**config.mk**
```make
export PLATFORM = sky130hd
export DESIGN_NAME = pfg_check
export DESIGN_NICKNAME = d
export VERILOG_FILES = /design/src/hdl/pfg_pkg.sv /design/src/hdl/pfg_check.sv
export SDC_FILE = /design/constraint.sdc
export NUM_CORES = 1
export LEC_CHECK = 0
export BUFFER_PORTS_ARGS = -buffer_cell sky130_fd_sc_hd__buf_4
export CAP_MARGIN = 20
export CORE_AREA = 2 2 218 220
export DETAILED_ROUTE_END_ITERATION = 10
export DIE_AREA = 0 0 220 222
export GPL_TIMING_DRIVEN = 0
export MAX_ROUTING_LAYER = met4
export PLACE_DENSITY = 0.35
export SYNTH_ARGS = -nofsm -noshare
export SYNTH_HDL_FRONTEND = slang
export SYNTH_SLANG_ARGS = --single-unit
export TNS_END_PERCENT = 50
```
**constraint.sdc**
```tcl
create_clock -name vclk -period 3.2
set_input_delay 0.32 -clock vclk [all_inputs]
set_output_delay 0.32 -clock vclk [all_outputs]
set_load 0.02 [all_outputs]
```
**src/hdl/pfg_pkg.sv**
```systemverilog
// Shared types and constants of the packet screen and flood guard.
`default_nettype none
package pfg_pkg;

  // drop reason codes
  typedef logic [3:0] reason_t;
  localparam reason_t RSN_NONE      = 4'd0;
  localparam reason_t RSN_LAND      = 4'd1;
  localparam reason_t RSN_SYNFIN    = 4'd2;
  localparam reason_t RSN_NOFLAG    = 4'd3;
  localparam reason_t RSN_FINNOACK  = 4'd4;
  localparam reason_t RSN_WINNUKE   = 4'd5;
  localparam reason_t RSN_SYNFRAG   = 4'd6;
  localparam reason_t RSN_OPTIONS   = 4'd7;
  localparam reason_t RSN_BIGICMP   = 4'd8;
  localparam reason_t RSN_SYNFLOOD  = 4'd9;
  localparam reason_t RSN_ICMPFLOOD = 4'd10;
  localparam reason_t RSN_UDPFLOOD  = 4'd11;

  // check enable bit positions (reason code minus one)
  localparam int EN_LAND      = 0;
  localparam int EN_SYNFIN    = 1;
  localparam int EN_NOFLAG    = 2;
  localparam int EN_FINNOACK  = 3;
  localparam int EN_WINNUKE   = 4;
  localparam int EN_SYNFRAG   = 5;
  localparam int EN_OPTIONS   = 6;
  localparam int EN_BIGICMP   = 7;
  localparam int EN_SYNFLOOD  = 8;
  localparam int EN_ICMPFLOOD = 9;
  localparam int EN_UDPFLOOD  = 10;
  localparam int NUM_CHECKS   = 11;

  // TCP flag bit positions
  localparam int FLAG_FIN = 0;
  localparam int FLAG_SYN = 1;
  localparam int FLAG_ACK = 4;
  localparam int FLAG_URG = 5;

  localparam logic [7:0]  PROTO_ICMP4     = 8'd1;
  localparam logic [7:0]  PROTO_NUM_TCP   = 8'd6;
  localparam logic [7:0]  PROTO_NUM_UDP   = 8'd17;
  localparam logic [7:0]  PROTO_ICMP6     = 8'd58;
  localparam logic [15:0] NETBIOS_PORT    = 16'd139;
  localparam logic [17:0] ICMP_MAX_LEN    = 18'd65535;
  localparam logic [3:0]  PLAIN_HDR_WORDS = 4'd5;

  // configuration register indexes
  typedef logic [2:0] cfg_idx_t;
  localparam cfg_idx_t CFG_CHECK_ENABLES  = 3'd0;
  localparam cfg_idx_t CFG_ZONES_SCREENED = 3'd1;
  localparam cfg_idx_t CFG_SYN_LIMIT      = 3'd2;
  localparam cfg_idx_t CFG_ICMP_LIMIT     = 3'd3;
  localparam cfg_idx_t CFG_UDP_LIMIT      = 3'd4;

  localparam int IN_TDATA_W  = 352;
  localparam int OUT_TDATA_W = 8;
  localparam int WIN_W       = 32;
  localparam int LIMIT_W     = 32;

  // verdict of the stateless stage, carried into the counter stage
  typedef struct packed {
    logic              flood;      // item reaches the counter stage
    reason_t           reason;     // stateless reason when flood is clear
    logic              syn_bump;
    logic              icmp_bump;
    logic              udp_bump;
    logic [WIN_W-1:0]  now;
  } pkt_t;

endpackage
`default_nettype wire

```
**src/hdl/pfg_check.sv**
```systemverilog
// Stateless anomaly checks and counter selection for one packet.
`default_nettype none
module pfg_check #(
  parameter int NUM_ZONES = 64
) (
  input  wire logic [5:0]                        zone,
  input  wire logic [63:0]                       src_addr_high,
  input  wire logic [63:0]                       src_addr_low,
  input  wire logic [63:0]                       dst_addr_high,
  input  wire logic [63:0]                       dst_addr_low,
  input  wire logic [7:0]                        protocol_number,
  input  wire logic [7:0]                        tcp_flag_bits,
  input  wire logic [15:0]                       dest_port,
  input  wire logic                              fragmented,
  input  wire logic [3:0]                        ipv4_header_words,
  input  wire logic [17:0]                       packet_length,
  input  wire logic [31:0]                       now_second,
  input  wire logic [pfg_pkg::NUM_CHECKS-1:0]    check_enables,
  input  wire logic [63:0]                       zones_screened,
  input  wire logic [pfg_pkg::LIMIT_W-1:0]       syn_limit,
  input  wire logic [pfg_pkg::LIMIT_W-1:0]       icmp_limit,
  input  wire logic [pfg_pkg::LIMIT_W-1:0]       udp_limit,
  output pfg_pkg::pkt_t                          pkt
);

  logic             in_range;
  logic             screened;
  logic             is_tcp;
  logic             is_icmp;
  logic             is_udp;
  logic             f_fin, f_syn, f_ack, f_urg;
  logic             land_hit;
  logic             addr_same;
  pfg_pkg::reason_t rsn;

  assign in_range = {1'b0, zone} < 7'(NUM_ZONES);
  assign screened = in_range && zones_screened[zone] && (check_enables != '0);

  assign is_tcp  = protocol_number == pfg_pkg::PROTO_NUM_TCP;
  assign is_udp  = protocol_number == pfg_pkg::PROTO_NUM_UDP;
  assign is_icmp = (protocol_number == pfg_pkg::PROTO_ICMP4) ||
                   (protocol_number == pfg_pkg::PROTO_ICMP6);

  assign f_fin = tcp_flag_bits[pfg_pkg::FLAG_FIN];
  assign f_syn = tcp_flag_bits[pfg_pkg::FLAG_SYN];
  assign f_ack = tcp_flag_bits[pfg_pkg::FLAG_ACK];
  assign f_urg = tcp_flag_bits[pfg_pkg::FLAG_URG];

  // IPv4 compares only the low word of each address
  assign addr_same = (ipv4_header_words != 4'd0) ?
                     (src_addr_low[31:0] == dst_addr_low[31:0]) :
                     ((src_addr_high == dst_addr_high) && (src_addr_low == dst_addr_low));
  assign land_hit  = check_enables[pfg_pkg::EN_LAND] && addr_same;

  always_comb begin
    rsn = pfg_pkg::RSN_NONE;
    if (land_hit) begin
      rsn = pfg_pkg::RSN_LAND;
    end else if (is_tcp && check_enables[pfg_pkg::EN_SYNFIN] && f_syn && f_fin) begin
      rsn = pfg_pkg::RSN_SYNFIN;
    end else if (is_tcp && check_enables[pfg_pkg::EN_NOFLAG] && (tcp_flag_bits == 8'd0)) begin
      rsn = pfg_pkg::RSN_NOFLAG;
    end else if (is_tcp && check_enables[pfg_pkg::EN_FINNOACK] && f_fin && !f_ack) begin
      rsn = pfg_pkg::RSN_FINNOACK;
    end else if (is_tcp && check_enables[pfg_pkg::EN_WINNUKE] && f_urg &&
                 (dest_port == pfg_pkg::NETBIOS_PORT)) begin
      rsn = pfg_pkg::RSN_WINNUKE;
    end else if (is_tcp && check_enables[pfg_pkg::EN_SYNFRAG] && f_syn && fragmented) begin
      rsn = pfg_pkg::RSN_SYNFRAG;
    end else if (check_enables[pfg_pkg::EN_OPTIONS] &&
                 (ipv4_header_words > pfg_pkg::PLAIN_HDR_WORDS)) begin
      rsn = pfg_pkg::RSN_OPTIONS;
    end else if (check_enables[pfg_pkg::EN_BIGICMP] && is_icmp &&
                 (packet_length > pfg_pkg::ICMP_MAX_LEN)) begin
      rsn = pfg_pkg::RSN_BIGICMP;
    end
  end

  always_comb begin
    pkt.flood     = screened && (rsn == pfg_pkg::RSN_NONE);
    pkt.reason    = screened ? rsn : pfg_pkg::RSN_NONE;
    pkt.syn_bump  = check_enables[pfg_pkg::EN_SYNFLOOD] && (syn_limit != '0) &&
                    is_tcp && f_syn && !f_ack;
    pkt.icmp_bump = check_enables[pfg_pkg::EN_ICMPFLOOD] && (icmp_limit != '0) && is_icmp;
    pkt.udp_bump  = check_enables[pfg_pkg::EN_UDPFLOOD] && (udp_limit != '0) && is_udp;
    pkt.now       = now_second;
  end

endmodule
`default_nettype wire

```
### After elaboration in Yosys (flattened, before gate mapping)

Cells that the tools add are included.

* flip-flop bits (word level): 0
* input port bits: 520

* magnitude comparators: 3
* equal/unequal tests: 8
* mux-type cells: 12
* reductions and logical operators: 38

Operators with widths (number)
* $eq 64x64->1: 2
* $reduce_bool 32->1: 3
* $mux 4: 9
* $eq 32x32->1: 1
* $logic_and 1x1->1: 29
* $gt 18x16->1 const B: 1
* $eq 16x8->1 const B: 1
* $reduce_bool 11->1: 1
* $eq 8x1->1 const B: 1
* $eq 8x3->1 const B: 1
* $eq 8x5->1 const B: 1
* $eq 8x6->1 const B: 1
* $logic_not 8->1: 1
* $lt 6x7->1 const B: 1
* $bmux 1 s6: 1
* $gt 4x3->1 const B: 1
* $logic_not 4->1: 1
* $reduce_bool 4->1: 1
* $mux 1: 2
* $logic_not 1->1: 1
* $logic_or 1x1->1: 1

### Longest topological paths before layout

* depth after elaboration: 14
* depth in mapped cells: 7
* mapped depth without buffers: 6

### Least setup slack after synthesis

Ideal clock, no wire load.

* kind: input to output
* start: input port dst_addr_high[46]
* end: output port pkt[35] (netlist name)
* arrival: 2215 ps
* required time: 2880 ps
* slack: 665 ps
* stages on the path: 6
* path buffers: 0
* cells stage by stage: xor2_1 -> or4b_1 -> nor4_1 -> nand2_1 -> or4b_1 -> a31oi_1

RTL lines
* start, declared: RTL line pfg_check.sv:9 `input wire logic [63:0] dst_addr_high,`
* end, declared: RTL line pfg_check.sv:23 `output pfg_pkg::pkt_t pkt`

==> results.md <==
* Status: complete, no violations
* RD Place Congestion at 0.812
* Synth warn at 0
* Switching power at 381 uW
* Placed wire-length estimate at 24400 um
* Vias in the first global route at 5628
* DRC Markers at 0
* Pre-antenna DRT Iters at 4
* Total Wirelength at 25500 um
* PwrDens at 125 nW/um2
* Post-synthesis sequential area ratio at 0%
* Logic gate share of total power at 100.0%
* Cells after Synth at 404
* IO Pins at 560
* VDD IR max at 0.0000468 V
* Grt ovf at 0
* Vias at 5189
* Antenna viol nets, final at 0
* Achievable Freq at 325 MHz
* Synth Area per Inst at 7.81 um2
* Die W at 220 um
* Final Net Count at 1436
* Initial Utilization at 6.82%
* Port bufs at 509
* Count of cell types in the netlist at 50
* Die area at 48800 um2
* Core footprint at 46300 um2
* DRT iter0 DRCs at 163
* Biggest fanout along the worst timing path at 4
* HP Class: in2out
* Fin Setup TNS at 0 ps
* Share of cells above drive strength 1 at 62.7%
* Gr usage total at 9.82%
* Critical setup path kind: in2out
* RSZ-0062 raised after global routing: false
* Top cells by area, synth: xnor2_1 (25%), nor4_1 (11%), nand4_1 (10%)
* Yosys top cell by area: xnor2_1
* Period utilization at 96.2%
* Register area at 0 um2
* Vias per inst at 3.40
* Min Hold Slack at 837 ps
* Leakage at 0.00342 uW
* Most instantiated cells after synthesis: xnor2_1 (89), nor4_1 (55), nand4_1 (51)
* Post-Syn Nets at 924
* Cell with the most instances after synthesis: xnor2_1
* Fin crit period at 3080 ps
* Clock power share at 0%
* Die Y at 222 um
* Final setup violating endpoints at 0
* Layout clock buffers at 0
* Worst rel slew slack at 49.9%
* Area Overhead vs Synth at 147%
* Area share of the largest cell type after synthesis at 24.7%
* Seq_cells at 0
* Switch share at 39.1%
* Initial antenna violation count at 4
* Max-Cap Viols at 0
* Slew Viols, Final at 0
* Synthesized cell area at 3150 um2
* Final Hold Fails at 0
* Critical path arrival at 2760 ps
* Worst EP required at 2880 ps
* Worst Hold Depth at 2
* CP Launch Type: input pin
* Largest net degree at the start of global routing at 11
* Post-DR wirelength/cell at 16.7 um
* FP Rows at 79
* Global-route wire length before repair at 34600 um
* Crit. End Element: output pin
* Pint at 595 uW
* Worst Tran Pin Value at 747 ps
* Sequential share of power at 0%
* # fillers at 5291
-- power groups by stage --
stage / Clock (uW) / Sequential [uW] / Combinational, uW
final: 0.000126 / 0 / 976
after global routing: 0.0000841 / 0 / 1050
after CTS: 0 / 0 / 985
after detailed placement: 0 / 0 / 981
after global placement: 0 / 0 / 977
after floorplan: 0 / 0 / 348
-- area by class of cell --
type / instances / area [um2] / area share [%]
tap: 607 / 759 / 9.76
antenna: 3 / 7.51 / 0.0965
timing repair buffer: 510 / 3840 / 49.4
inverter: 12 / 45.0 / 0.579
multi-input combinational: 353 / 2860 / 36.7
buffer: 39 / 272 / 3.49
-- repair_timing --
action                     in CTS  in global routing
buffers inserted                0                  1
setup endpoints to repair       5                  5
hold buffers                    0                  0
resized for setup               3                  1
pin swaps                       0                  1
-- final timing paths --
check,start,slack [ps],endpoint
hold / removal,now_second[3],840,pkt[3]
setup / recovery,dst_addr_high[47],120,pkt[36]
-- worst max-delay path: stages --
cell      delay, ps
buf_4           110
xnor2_1         300
nand2_1         110
nor4_1          590
nand4_1         240
o21ai_1         640
a211oi_1        230
buf_4           220
-- cells in the final DEF (no fill, tap or decap), types with 5 or more instances in the layout --
| master | n |
|---|---|
| mux4_2 | 14 |
| mux2i_1 | 7 |
| nor2_1 | 12 |
| xnor2_1 | 89 |
| buf_4 | 541 |
| o22ai_1 | 6 |
| nand4_1 | 51 |
| nand2_1 | 8 |
| xor2_1 | 33 |
| inv_1 | 12 |
| nand3_1 | 15 |
| nor3_1 | 5 |
| nor4_1 | 52 |
-- logic make-up after synthesis --
logic type / count (synthesis) / share of synthesized area (%)
AOI/OAI and AO/OA: 37 / 8.69
buffers and inverters: 51 / 10.0
muxes: 22 / 12.6
and+or+nand+nor: 172 / 34.8
xor gates and xnor gates: 122 / 33.9
-- routing by layer --
metal  wire (um)  vias up  GRT usage [%]
met1        9620     2328           11.0
met4          99        0          0.346
met5           0        -              -
met2       13700      276           18.9
met3        2120        4           1.51
li1            -     2581              -
-- through the flow --
step                cells  worst slack (ps)  util, %  area [um2]  total power (uW)
finish               1524               120     16.8        7780               976
global route         1523              9.19     16.8        7780              1050
CTS                  1520              1.58     16.7        7750               985
detailed placement   1520              -386     16.7        7730               981
global placement     1520              -364     16.7        7730               977
floorplan             404               665        -        3150               348
No activity file was read; power rests on OpenSTA's default activity.
