--- src/hdl/pfg_pkg.sv ---
// Shared types and constants of the packet screen and flood guard.
`default_nettype none
package pfg_pkg;

  // drop reason codes
  typedef logic [3:0] reason_t;
  localparam reason_t RSN_NONE      = 4'd0;
  localparam reason_t RSN_LAND      = 4'd1;
  localparam reason_t RSN_SYNFIN    = 4'd2;
  localparam reason_t RSN_NOFLAG    = 4'd3;
  localparam reason_t RSN_FINNOACK  = 4'd4;
  localparam reason_t RSN_WINNUKE   = 4'd5;
  localparam reason_t RSN_SYNFRAG   = 4'd6;
  localparam reason_t RSN_OPTIONS   = 4'd7;
  localparam reason_t RSN_BIGICMP   = 4'd8;
  localparam reason_t RSN_SYNFLOOD  = 4'd9;
  localparam reason_t RSN_ICMPFLOOD = 4'd10;
  localparam reason_t RSN_UDPFLOOD  = 4'd11;

  // check enable bit positions (reason code minus one)
  localparam int EN_LAND      = 0;
  localparam int EN_SYNFIN    = 1;
  localparam int EN_NOFLAG    = 2;
  localparam int EN_FINNOACK  = 3;
  localparam int EN_WINNUKE   = 4;
  localparam int EN_SYNFRAG   = 5;
  localparam int EN_OPTIONS   = 6;
  localparam int EN_BIGICMP   = 7;
  localparam int EN_SYNFLOOD  = 8;
  localparam int EN_ICMPFLOOD = 9;
  localparam int EN_UDPFLOOD  = 10;
  localparam int NUM_CHECKS   = 11;

  // TCP flag bit positions
  localparam int FLAG_FIN = 0;
  localparam int FLAG_SYN = 1;
  localparam int FLAG_ACK = 4;
  localparam int FLAG_URG = 5;

  localparam logic [7:0]  PROTO_ICMP4     = 8'd1;
  localparam logic [7:0]  PROTO_NUM_TCP   = 8'd6;
  localparam logic [7:0]  PROTO_NUM_UDP   = 8'd17;
  localparam logic [7:0]  PROTO_ICMP6     = 8'd58;
  localparam logic [15:0] NETBIOS_PORT    = 16'd139;
  localparam logic [17:0] ICMP_MAX_LEN    = 18'd65535;
  localparam logic [3:0]  PLAIN_HDR_WORDS = 4'd5;

  // configuration register indexes
  typedef logic [2:0] cfg_idx_t;
  localparam cfg_idx_t CFG_CHECK_ENABLES  = 3'd0;
  localparam cfg_idx_t CFG_ZONES_SCREENED = 3'd1;
  localparam cfg_idx_t CFG_SYN_LIMIT      = 3'd2;
  localparam cfg_idx_t CFG_ICMP_LIMIT     = 3'd3;
  localparam cfg_idx_t CFG_UDP_LIMIT      = 3'd4;

  localparam int IN_TDATA_W  = 352;
  localparam int OUT_TDATA_W = 8;
  localparam int WIN_W       = 32;
  localparam int LIMIT_W     = 32;

  // verdict of the stateless stage, carried into the counter stage
  typedef struct packed {
    logic              flood;      // item reaches the counter stage
    reason_t           reason;     // stateless reason when flood is clear
    logic              syn_bump;
    logic              icmp_bump;
    logic              udp_bump;
    logic [WIN_W-1:0]  now;
  } pkt_t;

endpackage
`default_nettype wire

--- src/hdl/pfg_flood.sv ---
// Window rollover, saturating counter update and flood verdict for one zone entry.
`default_nettype none
module pfg_flood #(
  parameter int CB = 32
) (
  input  wire logic [3*CB+pfg_pkg::WIN_W-1:0] entry,
  input  wire pfg_pkg::pkt_t                  pkt,
  input  wire logic [pfg_pkg::LIMIT_W-1:0]    syn_limit,
  input  wire logic [pfg_pkg::LIMIT_W-1:0]    icmp_limit,
  input  wire logic [pfg_pkg::LIMIT_W-1:0]    udp_limit,
  output logic      [3*CB+pfg_pkg::WIN_W-1:0] entry_nxt,
  output pfg_pkg::reason_t                    reason
);

  localparam int CMPW = (CB > pfg_pkg::LIMIT_W) ? CB : pfg_pkg::LIMIT_W;
  localparam logic [CB-1:0] CNT_MAX = {CB{1'b1}};

  logic                      same_win;
  logic [CB-1:0]             syn_cur, icmp_cur, udp_cur;
  logic [CB-1:0]             syn_new, icmp_new, udp_new;
  logic                      syn_over, icmp_over, udp_over;

  assign same_win = entry[3*CB +: pfg_pkg::WIN_W] == pkt.now;
  assign syn_cur  = same_win ? entry[0 +: CB]    : '0;
  assign icmp_cur = same_win ? entry[CB +: CB]   : '0;
  assign udp_cur  = same_win ? entry[2*CB +: CB] : '0;

  // only one counter can move per packet: the protocol classes are disjoint
  assign syn_new  = (pkt.syn_bump && (syn_cur != CNT_MAX)) ? syn_cur + CB'(1) : syn_cur;
  assign icmp_new = (pkt.icmp_bump && (icmp_cur != CNT_MAX)) ? icmp_cur + CB'(1) : icmp_cur;
  assign udp_new  = (pkt.udp_bump && (udp_cur != CNT_MAX)) ? udp_cur + CB'(1) : udp_cur;

  assign syn_over  = pkt.syn_bump  && (CMPW'(syn_new)  > CMPW'(syn_limit));
  assign icmp_over = pkt.icmp_bump && (CMPW'(icmp_new) > CMPW'(icmp_limit));
  assign udp_over  = pkt.udp_bump  && (CMPW'(udp_new)  > CMPW'(udp_limit));

  assign entry_nxt = {pkt.now, udp_new, icmp_new, syn_new};

  always_comb begin
    if (!pkt.flood) begin
      reason = pkt.reason;
    end else if (syn_over) begin
      reason = pfg_pkg::RSN_SYNFLOOD;
    end else if (icmp_over) begin
      reason = pfg_pkg::RSN_ICMPFLOOD;
    end else if (udp_over) begin
      reason = pfg_pkg::RSN_UDPFLOOD;
    end else begin
      reason = pfg_pkg::RSN_NONE;
    end
  end

endmodule
`default_nettype wire

--- config.mk ---
export PLATFORM = sky130hd
export DESIGN_NAME = pfg_flood
export DESIGN_NICKNAME = d
export VERILOG_FILES = /design/src/hdl/pfg_pkg.sv /design/src/hdl/pfg_flood.sv
export SDC_FILE = /design/constraint.sdc
export NUM_CORES = 1
export LEC_CHECK = 0
export BUFFER_PORTS_ARGS = -buffer_cell sky130_fd_sc_hd__buf_2
export CAP_MARGIN = 20
export CORE_AREA = 2 2 154 156
export DETAILED_ROUTE_END_ITERATION = 10
export DIE_AREA = 0 0 156 158
export GPL_TIMING_DRIVEN = 0
export PLACE_DENSITY = 0.51
export RECOVER_POWER = 25
export SKIP_LAST_GASP = 1
export SLEW_MARGIN = 15
export SYNTH_ARGS = -nofsm -noshare
export SYNTH_HDL_FRONTEND = slang
export SYNTH_SLANG_ARGS = --single-unit
--- constraint.sdc ---
create_clock -name vclk -period 12.72
set_input_delay 1.272 -clock vclk [all_inputs]
set_output_delay 1.272 -clock vclk [all_outputs]
set_load 0.01 [all_outputs]
# Word level (Yosys, flattened, before mapping)
# Index checks and enable logic that the tools add are counted.
# word_totals
wordCells	26
out_inout_bits	132
ff_bits	0
in_bits	264
# op_classes
addsub	3
n_reduce_logical	6
order_cmp	3
mux	10
n_eq_ne	4
# op_table
operator	n
2-to-1 mux 32 bit	6
adder 32 x 1 -> 32 bit, second input constant	3
> comparator 32 bit	3
!= test 32 bit, second input constant	3
equality test 32 bit	1
2-to-1 mux 4 bit	4
logical AND 1 bit	6

# Longest topological paths before layout
# depth
ltp_word	11
mapped_depth	23

# Worst setup path before layout
# Ideal clock, no wire load.
# synth_path
kind	input -> output
start	input pkt[16] in the netlist's numbering
end	output reason[3]
n_path_buf	1
path_slack_ns	5.845
t_arrival_ns	5.603
cell_stages	23
required_ns	11.448
path_cell_list	xnor2_1 nand4_1 nor4_4 and2_1 clkbuf_1 nand2_1 inv_1 ha_1 and2_1 nand3_1 or4_1 nand3_1 nor2_1 xnor2_1 nor2_1 ha_1 a211oi_1 o21ai_0 a211oi_1 o21ai_0 o31ai_1 nand2_1 o22a_1
# synth_between
elab_chain_len	11
# synth_rtl
item	line	source
start: declaration	pfg_flood.sv:7	input wire pfg_pkg::pkt_t pkt,
equality test 32 bit *	pfg_flood.sv:23	assign same_win = entry[3*CB +: pfg_pkg::WIN_W] == pkt.now;
2-to-1 mux 32 bit *	pfg_flood.sv:26	assign udp_cur = same_win ? entry[2*CB +: CB] : '0;
branches (longest 2 deep; another with adder 32 x 1 -> 32 bit)	-	
2-to-1 mux 32 bit *	pfg_flood.sv:31	assign udp_new = (pkt.udp_bump && (udp_cur != CNT_MAX)) ? udp_cur + CB'(1) : udp_cur;
net entry_nxt, one bit	pfg_flood.sv:11	output logic [3*CB+pfg_pkg::WIN_W-1:0] entry_nxt,
> comparator 32 bit *	pfg_flood.sv:35	assign udp_over = pkt.udp_bump && (CMPW'(udp_new) > CMPW'(udp_limit));
logical AND 1 bit *	pfg_flood.sv:35	
2-to-1 mux 4 bit *	pfg_flood.sv:46	end else if (udp_over) begin
2-to-1 mux 4 bit *	pfg_flood.sv:44	end else if (icmp_over) begin
2-to-1 mux 4 bit *	pfg_flood.sv:42	end else if (syn_over) begin
2-to-1 mux 4 bit *	pfg_flood.sv:40	if (!pkt.flood) begin
end: declaration	pfg_flood.sv:12	output pfg_pkg::reason_t reason
# Mark *: on every way through the listed nets, which the timed path passes.

# Worst setup path after layout
# layout_path
start	input pkt[3] in the netlist's numbering
end	output reason[1]
# layout_between
elab_chain_len	11
# layout_rtl
item	line
equality test 32 bit *	pfg_flood.sv:23
branches (longest 8 deep; another with adder 32 x 1 -> 32 bit)	-
2-to-1 mux 4 bit *	pfg_flood.sv:42
2-to-1 mux 4 bit *	pfg_flood.sv:40
# Mark *: on every way between the ends.

==> results_dict.tcl <==
set metrics [dict create \
    outcome "completed" \
    regArea_um2 0 \
    nFillCells 2649 \
    hpwlAfterDp_um 25200 \
    drive_above_1_share_pct 32.8 \
    initial_utilization_pct 25.5 \
    drv_slew 0 \
    antenna_found_initial 10 \
    gp_congestion 0.936 \
    ys_types 55 \
    grt_util_all_layers_pct 21.2 \
    wl_per_cell_um 17.8 \
    timing.setup.tns_ns 0 \
    crit_type "in -> out" \
    post-route-period-util_pct 73.9 \
    nFlopsAndLatches 0 \
    switching_share_pct 50.6 \
    routed_wl_um 28100 \
    p_int_uw 66.3 \
    synth-compound-area-share_pct 16.6 \
    cts_hold_buf 0 \
    n_clock_buffer 0 \
    io_buffers 395 \
    area_growth_pct 39.5 \
    grt-ovfl-total 0 \
    ctsResizeCount 0 \
    vias_per_cell 4.92 \
    max-vdd-ir-drop_v 0.0000114 \
    grt_pass1_wl_um 40600 \
    cp_max_fo 10 \
    drt_first_pass_iters 5 \
    grt_pass1_vias 7468 \
    worst_pin_slew_ns 1.01 \
    via_count 7765 \
    multi_input_area_um2 5110 \
    rsz0062_at_grt "no" \
    yosysSeqAreaShare_pct 0 \
    synthCells 884 \
    syn_area_per_cell_um2 6.65 \
    die_w_um 156 \
    detail-route-antenna-nets 0 \
    core_area_um2 23100 \
    synthMuxAreaShare_pct 0.575 \
    finalHoldViolCount 0 \
    slew_headroom_pct 32.4 \
    crit_required_ns 11.45 \
    yosys.area_share.simple_pct 33.2 \
    dp.cells 1569 \
    crit_path_end_kind "output pin" \
    ioPinCount 396 \
    synthAdderAreaFrac_pct 21.1 \
    drt-initial-drc-count 313 \
    p_switching_uw 67.9 \
    num-nets-final 1644 \
    grt_max_degree 11 \
    timing.fmax_ghz 0.106 \
    cap_violations 0 \
    min_path_type "in -> out" \
    startpoint_type "input port" \
    drc 0 \
    synth_nets 1247 \
    synth_top_family_by_area "simple AND/OR/NAND/NOR gates" \
    synth_xor_area_share_pct 15.5 \
    p_seq_share_pct 0 \
    die_h_um 158 \
    cp.arrival_ns 8.12 \
    power_density_nw_per_um2 16.4 \
    synth.cell_area_um2 5880 \
    ys_warn_count 0 \
    rows 56 \
    setup_viol 0 \
    post-route-min-period_ns 9.39 \
    clkPwrFrac_pct 0 \
    layoutNonFillerInstCount 1577 \
    die_area_um2 24600 \
    postCtsSetupRepairBufs 0 \
    leakage_nw 4.39 \
    comb_power_share_pct 100.0 \
]
[power groups by stage]
| stage | clock network (mW) | registers, mW | logic (mW) |
|---|---|---|---|
| finish | 0.0000000844 | 0 | 0.134 |
| floorplan | 0 | 0 | 0.0624 |
| CTS | 0 | 0 | 0.137 |
| global route | 0.0000000738 | 0 | 0.150 |
| detailed placement | 0 | 0 | 0.136 |
| global placement | 0 | 0 | 0.134 |
[cells by family after synthesis]
group / after synthesis
simple gates: 357
buf+inv: 169
compound gates: 152
xor+xnor: 104
fa+ha+maj: 99
mux: 3
[worst paths after layout]
kind | slack, ns | end | start | depth (start not counted)
worst min-delay path | 2.85 | reason[3] | pkt[38] | 3
worst max-delay path | 3.33 | reason[1] | pkt[3] | 25
[through the flow]
stage | hold slack [ns] | worst slack [ns] | cell area [um2] | util [%] | total power, mW
2_1_floorplan | 2.59 | 5.85 | 5880 | - | 0.0624
3_3_place_gp | 2.84 | 3.25 | 8220 | 35.6 | 0.134
3_5_place_dp | 2.84 | 3.23 | 8220 | 35.6 | 0.136
4_1_cts | 2.84 | 3.22 | 8220 | 35.6 | 0.137
5_1_grt | 2.87 | 2.73 | 8190 | 35.5 | 0.150
6_report | 2.85 | 3.33 | 8190 | 35.5 | 0.134
[worst max-delay path, stage by stage]
cell	delay, ns
buf_2	0.12
xnor2_1	0.18
nand4_1	0.17
nor4_4	0.82
and2_1	0.27
clkbuf_1	0.66
nand2_1	0.19
inv_1	0.10
ha_1	0.15
and2_1	0.24
nand3_1	0.13
or4_1	0.60
nand3_1	0.32
nor2_1	0.09
xnor2_1	0.14
nor2_1	0.19
ha_1	0.29
a211oi_1	0.24
o21ai_0	0.13
a211oi_1	0.22
o21ai_0	0.20
o31ai_1	0.85
and2_1	0.29
o22ai_1	0.09
buf_2	0.16
[metal layers]
layer | share of wire [%] | GRT usage [%]
met1 | 39 | 23.9
met3 | 7.3 | 4.00
met2 | 52 | 41.1
met5 | 0 | 0
met4 | 1.8 | 4.59
[cells in the final DEF (no fill, tap or decap), drive strengths merged, types with 3 or more instances in the layout]
master,instances
o31ai,9
nand2,67
ha,99
nor3,21
or2,4
nand4,45
xnor2,75
a21oi,44
nor4,20
or3,8
clkbuf,42
a21o,6
buf,402
nand3,33
o21a,5
nor2,93
and2,10
and4,16
mux2,3
and3,16
xor2,29
a311oi,3
inv,120
o211ai,5
diode,8
or4,9
o2111ai,14
o21ai,40
nor2b,9
a211oi,13
[synth_stat cells, types with 12 or more instances]
library cell / number / area (um2)
a211oi_1: 13 / 97.6
and4_1: 16 / 140
nor2_1: 93 / 349
and3_1: 16 / 100
o2111ai_1: 14 / 123
o21ai_0: 38 / 190
buf_4: 33 / 248
ha_1: 99 / 1240
xnor2_1: 75 / 657
inv_1: 120 / 450
nor4_1: 12 / 75.1
xor2_1: 29 / 254
nand3_1: 32 / 160
nand2_1: 66 / 248
nand4_1: 44 / 275
nor3_1: 21 / 105
a21oi_1: 44 / 220
[layout make-up]
class	instances	area share, %
plain buffers	49	3.89
multi-input cells	715	62.3
inverters	120	5.50
diodes	8	0.244
well taps	290	4.43
repair buffers	395	23.6
Power figures use the tool's default switching activity.
